<file path="src/rtl/lsdf_div_sqrt.sv">
`default_nettype none
// ----------------------------------------------------------------------------
// Divide and square root unit
// Restoring division of the scaled variance by N squared, then a bit-wise
// floor square root of the quotient.
// ----------------------------------------------------------------------------
module lsdf_div_sqrt (
  input  wire logic        clk_i,
  input  wire logic        rst_ni,
  input  wire logic        start_i,
  input  wire logic [31:0] num_i,
  input  wire logic [15:0] den_i,
  output logic             done_o,
  output logic [6:0]       root_o
);

  typedef enum logic [1:0] {
    StIdle,
    StDiv,
    StSqrt
  } state_e;

  state_e      state_q;
  logic [4:0]  cnt_q;
  logic [16:0] rem_q;
  logic [31:0] quo_q;
  logic [15:0] den_q;
  logic [7:0]  root_q;
  logic [2:0]  bit_q;

  logic [16:0] rem_sh;
  logic [16:0] rem_sub;
  logic [7:0]  trial;
  logic [15:0] trial_sq;

  assign rem_sh   = {rem_q[15:0], quo_q[31]};
  assign rem_sub  = rem_sh - {1'b0, den_q};
  assign trial    = root_q | (8'd1 << bit_q);
  assign trial_sq = trial * trial;
  assign root_o   = root_q[6:0];

  always_ff @(posedge clk_i or negedge rst_ni) begin
    if (!rst_ni) begin
      state_q <= StIdle;
      done_o  <= 1'b0;
      cnt_q   <= '0;
      bit_q   <= '0;
      root_q  <= '0;
    end else begin
      done_o <= 1'b0;
      case (state_q)
        StIdle: begin
          if (start_i) begin
            quo_q   <= num_i;
            den_q   <= den_i;
            rem_q   <= '0;
            cnt_q   <= '0;
            state_q <= StDiv;
          end
        end
        StDiv: begin
          if (rem_sh >= {1'b0, den_q}) begin
            rem_q <= rem_sub;
            quo_q <= {quo_q[30:0], 1'b1};
          end else begin
            rem_q <= rem_sh;
            quo_q <= {quo_q[30:0], 1'b0};
          end
          cnt_q <= cnt_q + 5'd1;
          if (cnt_q == 5'd31) begin
            root_q  <= '0;
            bit_q   <= 3'd7;
            state_q <= StSqrt;
          end
        end
        StSqrt: begin
          // The variance of bytes stays below 2^14, so eight root bits do.
          if (trial_sq <= {1'b0, quo_q[14:0]}) begin
            root_q <= trial;
          end
          bit_q <= bit_q - 3'd1;
          if (bit_q == 3'd0) begin
            done_o  <= 1'b1;
            state_q <= StIdle;
          end
        end
        default: state_q <= StIdle;
      endcase
    end
  end

endmodule
`default_nettype wire

</file>
<file path="config.mk">
export PLATFORM = sky130hd
export DESIGN_NAME = lsdf_div_sqrt
export DESIGN_NICKNAME = d
export VERILOG_FILES = /design/src/rtl/lsdf_div_sqrt.sv
export SDC_FILE = /design/constraint.sdc
export NUM_CORES = 1
export LEC_CHECK = 0
export ABC_AREA = 1
export BUFFER_PORTS_ARGS = -buffer_cell sky130_fd_sc_hd__buf_4
export CAP_MARGIN = 10
export CORE_ASPECT_RATIO = 0.8
export CORE_MARGIN = 10
export CORE_UTILIZATION = 35
export DETAILED_ROUTE_END_ITERATION = 8
export HOLD_SLACK_MARGIN = 0.15
export PLACE_DENSITY = 0.54
export SLEW_MARGIN = 20
export SYNTH_ARGS = -nofsm -noshare
export SYNTH_HDL_FRONTEND = slang
export SYNTH_SLANG_ARGS = --single-unit
</file>
<file path="constraint.sdc">
create_clock -name clk_i -period 16 [get_ports clk_i]
set_input_delay 1.6 -clock clk_i [delete_from_list [all_inputs] [get_ports clk_i]]
set_output_delay 1.6 -clock clk_i [all_outputs]
set_load 0.01 [all_outputs]
</file>
**Yosys cells after proc, flatten, opt, wreduce, memory -nomap -nowiden**

Cells that the tools add are included.

- Input port bits: 51
- Output and inout bits: 8
- Bits in registers: 83
- Word-level logic and storage cells: 52

- Equal/unequal tests: 7
- Shifts and indexed selects: 1
- Add/sub/neg operators: 3
- Multipliers: 1
- Multiplexer cells: 19
- $lt $le $gt $ge: 2
- Reduce and logical (&&, ||, !) cells: 10
- Bitwise logic cells: 1

Operators by type and width:

| kind | number |
|---|---|
| case mux 32 bit (2 select lines) | 1 |
| 2-to-1 mux 16 bit | 2 |
| 2-to-1 mux 32 bit | 1 |
| case mux 16 bit (2 select lines) | 1 |
| >= comparator 17 x 16 -> 1 bit | 1 |
| <= comparator 16 x 15 -> 1 bit | 1 |
| multiplier 8 x 8 -> 16 bit | 1 |
| 2-to-1 mux 8 bit | 2 |
| case mux 8 bit (2 select lines) | 1 |
| subtractor 16 bit | 1 |
| AND reduction 3 bit | 4 |
| case mux 5 bit (2 select lines) | 1 |
| != test 2 bit (second input constant) | 4 |
| bitwise OR 8 bit | 1 |
| << shifter 1 x 3 -> 8 bit (first input constant) | 1 |
| 2-to-1 mux 2 bit | 3 |
| case mux 2 bit (3 select lines) | 1 |
| case mux 3 bit (2 select lines) | 1 |
| adder 5 x 1 -> 5 bit (second input constant) | 1 |
| == test 5 bit (second input constant) | 1 |
| 2-to-1 mux 5 bit | 1 |
| AND reduction 2 bit | 2 |
| nonzero test 2 bit | 2 |
| logical NOT 3 bit | 1 |
| 6 further kinds | 8 |

**Depth between registers and ports, before layout**

- Depth in word-level cells: 6
- Gate-level depth with buffers: 35
- Mapped depth without buffers: 35

**Worst setup path after synthesis**

No wires, ideal clock.

- Path type: register -> register
- From: register bit_q[0]
- To: register root_q[0]
- Slack: 10364 ps
- Setup time: 66 ps
- Path buffers: 0
- Arrival time: 5571 ps
- Data required time: 15934 ps
- Period minus slack after synthesis: 5636 ps
- Cell stages (with the launch flop): 29
- Cell sequence: dfrtp_1 > inv_1 > ha_1 > a21oi_1 > inv_1 > nand2_1 > inv_1 > fa_1 > fa_1 > inv_1 > fa_1 > fa_1 > inv_1 > ha_1 > a21o_1 > a21oi_1 > o21ai_0 > nand3_1 > nand2_1 > xor2_1 > ha_1 > nand2_1 > nor4_1 > nand3_1 > nand2_1 > nand3_2 > nand2_4 > nand2_1 > nand2_1

- Cells in the longest elaborated chain, start to end: 6
- Elaborated cells between the ends (all ways): 8
- Those cells by class: mul: 1; order compare: 1; eq/ne: 1; shift: 1; mux: 2; bitwise: 1; reduce/logical: 1

RTL lines:

| element | line | text |
|---|---|---|
| start: declaration | 29 | `logic [2:0] bit_q;` |
| start signal: assignment | 81 | `bit_q <= bit_q - 3'd1;` |
| << shifter 1 x 3 -> 8 bit * | 38 | `assign trial = root_q \| (8'd1 << bit_q);` |
| bitwise OR 8 bit * | 38 |  |
| multiplier 8 x 8 -> 16 bit | 39 | `assign trial_sq = trial * trial;` |
| <= comparator 16 x 15 -> 1 bit | 78 | `if (trial_sq <= {1'b0, quo_q[14:0]}) begin` |
| != test 2 bit (no source line) | -- |  |
| AND reduction 3 bit (no source line) | -- |  |
| end signal: assignment | 79 | `root_q <= trial;` |
| end: declaration | 28 | `logic [7:0] root_q;` |

Mark *: on every way between the ends. The rest lies on a longest branch, timed or not. The select of a mux whose other input is x is not followed.
A chain may end at the register's enable or synchronous reset.

**Worst setup path in the final report**

- From: register bit_q[0]
- To: register root_q[4]

Same word-level chain as after synthesis.

==> flow_metrics.py <==
metrics = {
    "outcome": {
        "status": "completed",
    },
    "timing": {
        "finalSetupTns_ns": 0,
        "setup_viol": 0,
        "whs_ns": 0.513,
        "relSlewSlack": 0.506,
        "rsz0062_at_grt": "false",
        "clock_skew_ns": 0.00436,
        "hold_viol": 0,
        "fin_crit_sh": 0.402,
        "min_period_ns": 6.43,
        "tightest_slew_ns": 0.740,
        "maxSlewViolCount": 0,
        "max_freq_mhz": 155,
    },
    "critical_path": {
        "criticalPathCategory": "reg -> reg",
        "end_kind": "flop",
        "arrival_ns": 6.72,
        "crit_path_frequent_cell": "nand2_1",
        "worst_ep_required_time_ns": 16.29,
        "critPathMaxStageDelay_ns": 0.55,
        "cp-start-kind": "flop",
        "crit_fanout": 9,
        "crit_slowest_cell": "fa_1",
    },
    "clock_network": {
        "clk_latency_ns": 0.35,
        "cts.clk_slew.worst_paths_ns": 0.06,
        "cts_tree": "built",
        "clk_path_buf_depth": 2,
        "htree_levels": 3,
        "holdBufCountCts": 0,
        "root_buffer": "clkbuf_16",
        "cts_sinks": 83,
        "ctsResizeCount": 0,
        "postCtsSetupBuffers": 0,
        "numCtsBuffers": 9,
    },
    "synthesis": {
        "synthAdderAreaFrac": 0.208,
        "ys_ff_latch": 83,
        "synth_area_um2": 6410,
        "yosysWarnings": 0,
        "synthMuxAreaShare": 0,
        "yosys.area_share.simple": 0.203,
        "synth_nets": 906,
        "synth-xor-area-share": 0.0369,
        "synth.largest_area_cell": "edfxtp_1",
        "yosysSeqAreaShare": 0.374,
        "yosysTopAreaCellShare": 0.300,
        "synth_top_family_by_area": "adder cells",
        "synth_area_leaders": "edfxtp_1, ha_1, nand2_1, fa_1, inv_1",
        "syn_area_per_cell_um2": 8.39,
        "synth_cells": 764,
        "synth_compound_area_frac": 0.0806,
        "yosysUniqueCellTypes": 40,
    },
    "hold_path": {
        "min_path_type": "reg -> reg",
    },
    "drt": {
        "routed.top_layer": "met4",
        "firstDrtPassIters": 4,
        "wl_um": 13600,
        "antenna_left": 0,
        "route.detailed.drc": 0,
        "wl_per_cell_um": 12.9,
        "route.met3.wl_um": 740,
        "drt_iter0_markers": 256,
        "vias": 4791,
        "met2_length_um": 5120,
        "wl_met1_um": 7510,
        "avgViaCountPerCell": 4.56,
    },
    "grt": {
        "track_usage": 0.120,
        "antenna_found_initial": 0,
        "grt.overflow.total": 0,
        "grt_pass1_wl_um": 23300,
        "first_global_vias": 4681,
        "grt_max_degree": 55,
    },
    "die": {
        "dieArea_um2": 24200,
        "rows": 44,
        "core-area_um2": 18100,
        "die_h_um": 141,
        "start_util": 0.355,
        "io_pins": 59,
        "die_x_um": 171,
    },
    "placement": {
        "portBuffers": 58,
        "dp_hpwl_um": 10700,
        "placed_cell_area_um2": 7040,
        "gp_congestion": 0.859,
    },
    "final_layout": {
        "num_antenna_cells": 0,
        "nFillCells": 1867,
        "fin_nets": 958,
        "ff_latch_area_um2": 2400,
        "syn_to_final_growth_pct": 14.0,
        "drive_gt1_frac": 0.117,
        "multiInputGateArea_um2": 3400,
        "finalInstanceArea_um2": 7310,
    },
    "run": {
        "drv_cap": 0,
    },
}
## sequential cells by signal, summed over array words and instances, names as in the netlist
| register | flops |
|---|---|
| quo_q | 32 |
| den_q | 16 |
| rem_q | 16 |
| root_q | 8 |
| cnt_q | 5 |
| bit_q | 3 |
| state_q | 2 |
| done_o | 1 |
## critical path: cells and delay by family (launching register included)
| kind | cells | cell delay, ns |
|---|---|---|
| AO/OA/AOI/OAI | 4 | 0.99 |
| adder cells (fa/ha/maj) | 6 | 2.40 |
| buffers and inverters | 5 | 0.55 |
| XOR/XNOR | 3 | 0.58 |
| AND/OR/NAND/NOR | 11 | 1.43 |
| flip-flops | 1 | 0.42 |
## layer usage
metal  vias to the layer above  global-route usage
li1                       2540                   -
met1                      2137               0.186
met2                       104               0.154
met3                        10              0.0285
met4                         0              0.0375
met5                         -                   0
## cell type report
class                   count  share of cell area
repair buffers             62              0.0637
flip-flops and latches     83               0.328
multi-input cells         529               0.466
inverters                 131              0.0673
clock buffers              11              0.0318
clock inverters             5             0.00411
well taps                 230              0.0394
## cells in the final DEF, fill, tap and decap left out, types with 17 or more instances in the layout
| cell type | n |
|---|---|
| dfrtp_1 | 19 |
| edfxtp_1 | 64 |
| xor2_1 | 17 |
| nor2_1 | 70 |
| nand3_1 | 31 |
| o21ai_0 | 30 |
| buf_4 | 62 |
| inv_1 | 127 |
| nand2_1 | 199 |
| ha_1 | 65 |
| fa_1 | 26 |
| a21oi_1 | 34 |
## path summary, 6_finish.rpt
kind | start | endpoint | slack [ns] | cells after the start
worst max register to register | bit_q[0] | root_q[4] | 9.57 | 29
max in group asynchronous | rst_ni | cnt_q[3] | 14.65 | 1
min in group asynchronous | rst_ni | root_q[3] | 1.13 | 1
worst max-delay path | bit_q[0] | root_q[4] | 9.57 | 29
worst min register to register | cnt_q[0] | cnt_q[0] | 0.51 | 1
worst min-delay path | cnt_q[0] | cnt_q[0] | 0.51 | 1
## cell families (layout without fill, tap and decap cells)
group           after synthesis  after routing
compound gates               91             91
simple gates                320            320
xor+xnor                     27             27
buf+inv                     152            209
fa+ha+maj                    91             91
flops                        83             83
## through the flow
stage	std cells	setup slack (ns)	utilization
after floorplan	764	10.36	-
after global placement	1035	9.62	0.390
after detailed placement	1035	9.57	0.390
after CTS	1051	9.52	0.405
after global routing	1051	8.93	0.405
final	1051	9.57	0.405
## synthesized netlist by cell type (all sizes together)
library cell  instances
o21bai                2
xnor2                10
inv                 128
a31oi                 2
nor3b                 1
fa                   26
or2                   1
edfxtp               64
a21oi                36
clkinv                3
a22oi                 1
o21ai                43
nand4                 4
buf                  14
xor2                 17
nand2               204
nor2                 72
a21o                  4
dfrtp                19
nor3                  4
clkbuf                7
nor4                  1
a311oi                1
o21a                  1
nand3                33
o22ai                 1
ha                   65
Power is left out: the tool's default activity adds up to more than one toggle a clock period on the data nets, which glitch-free logic cannot reach.
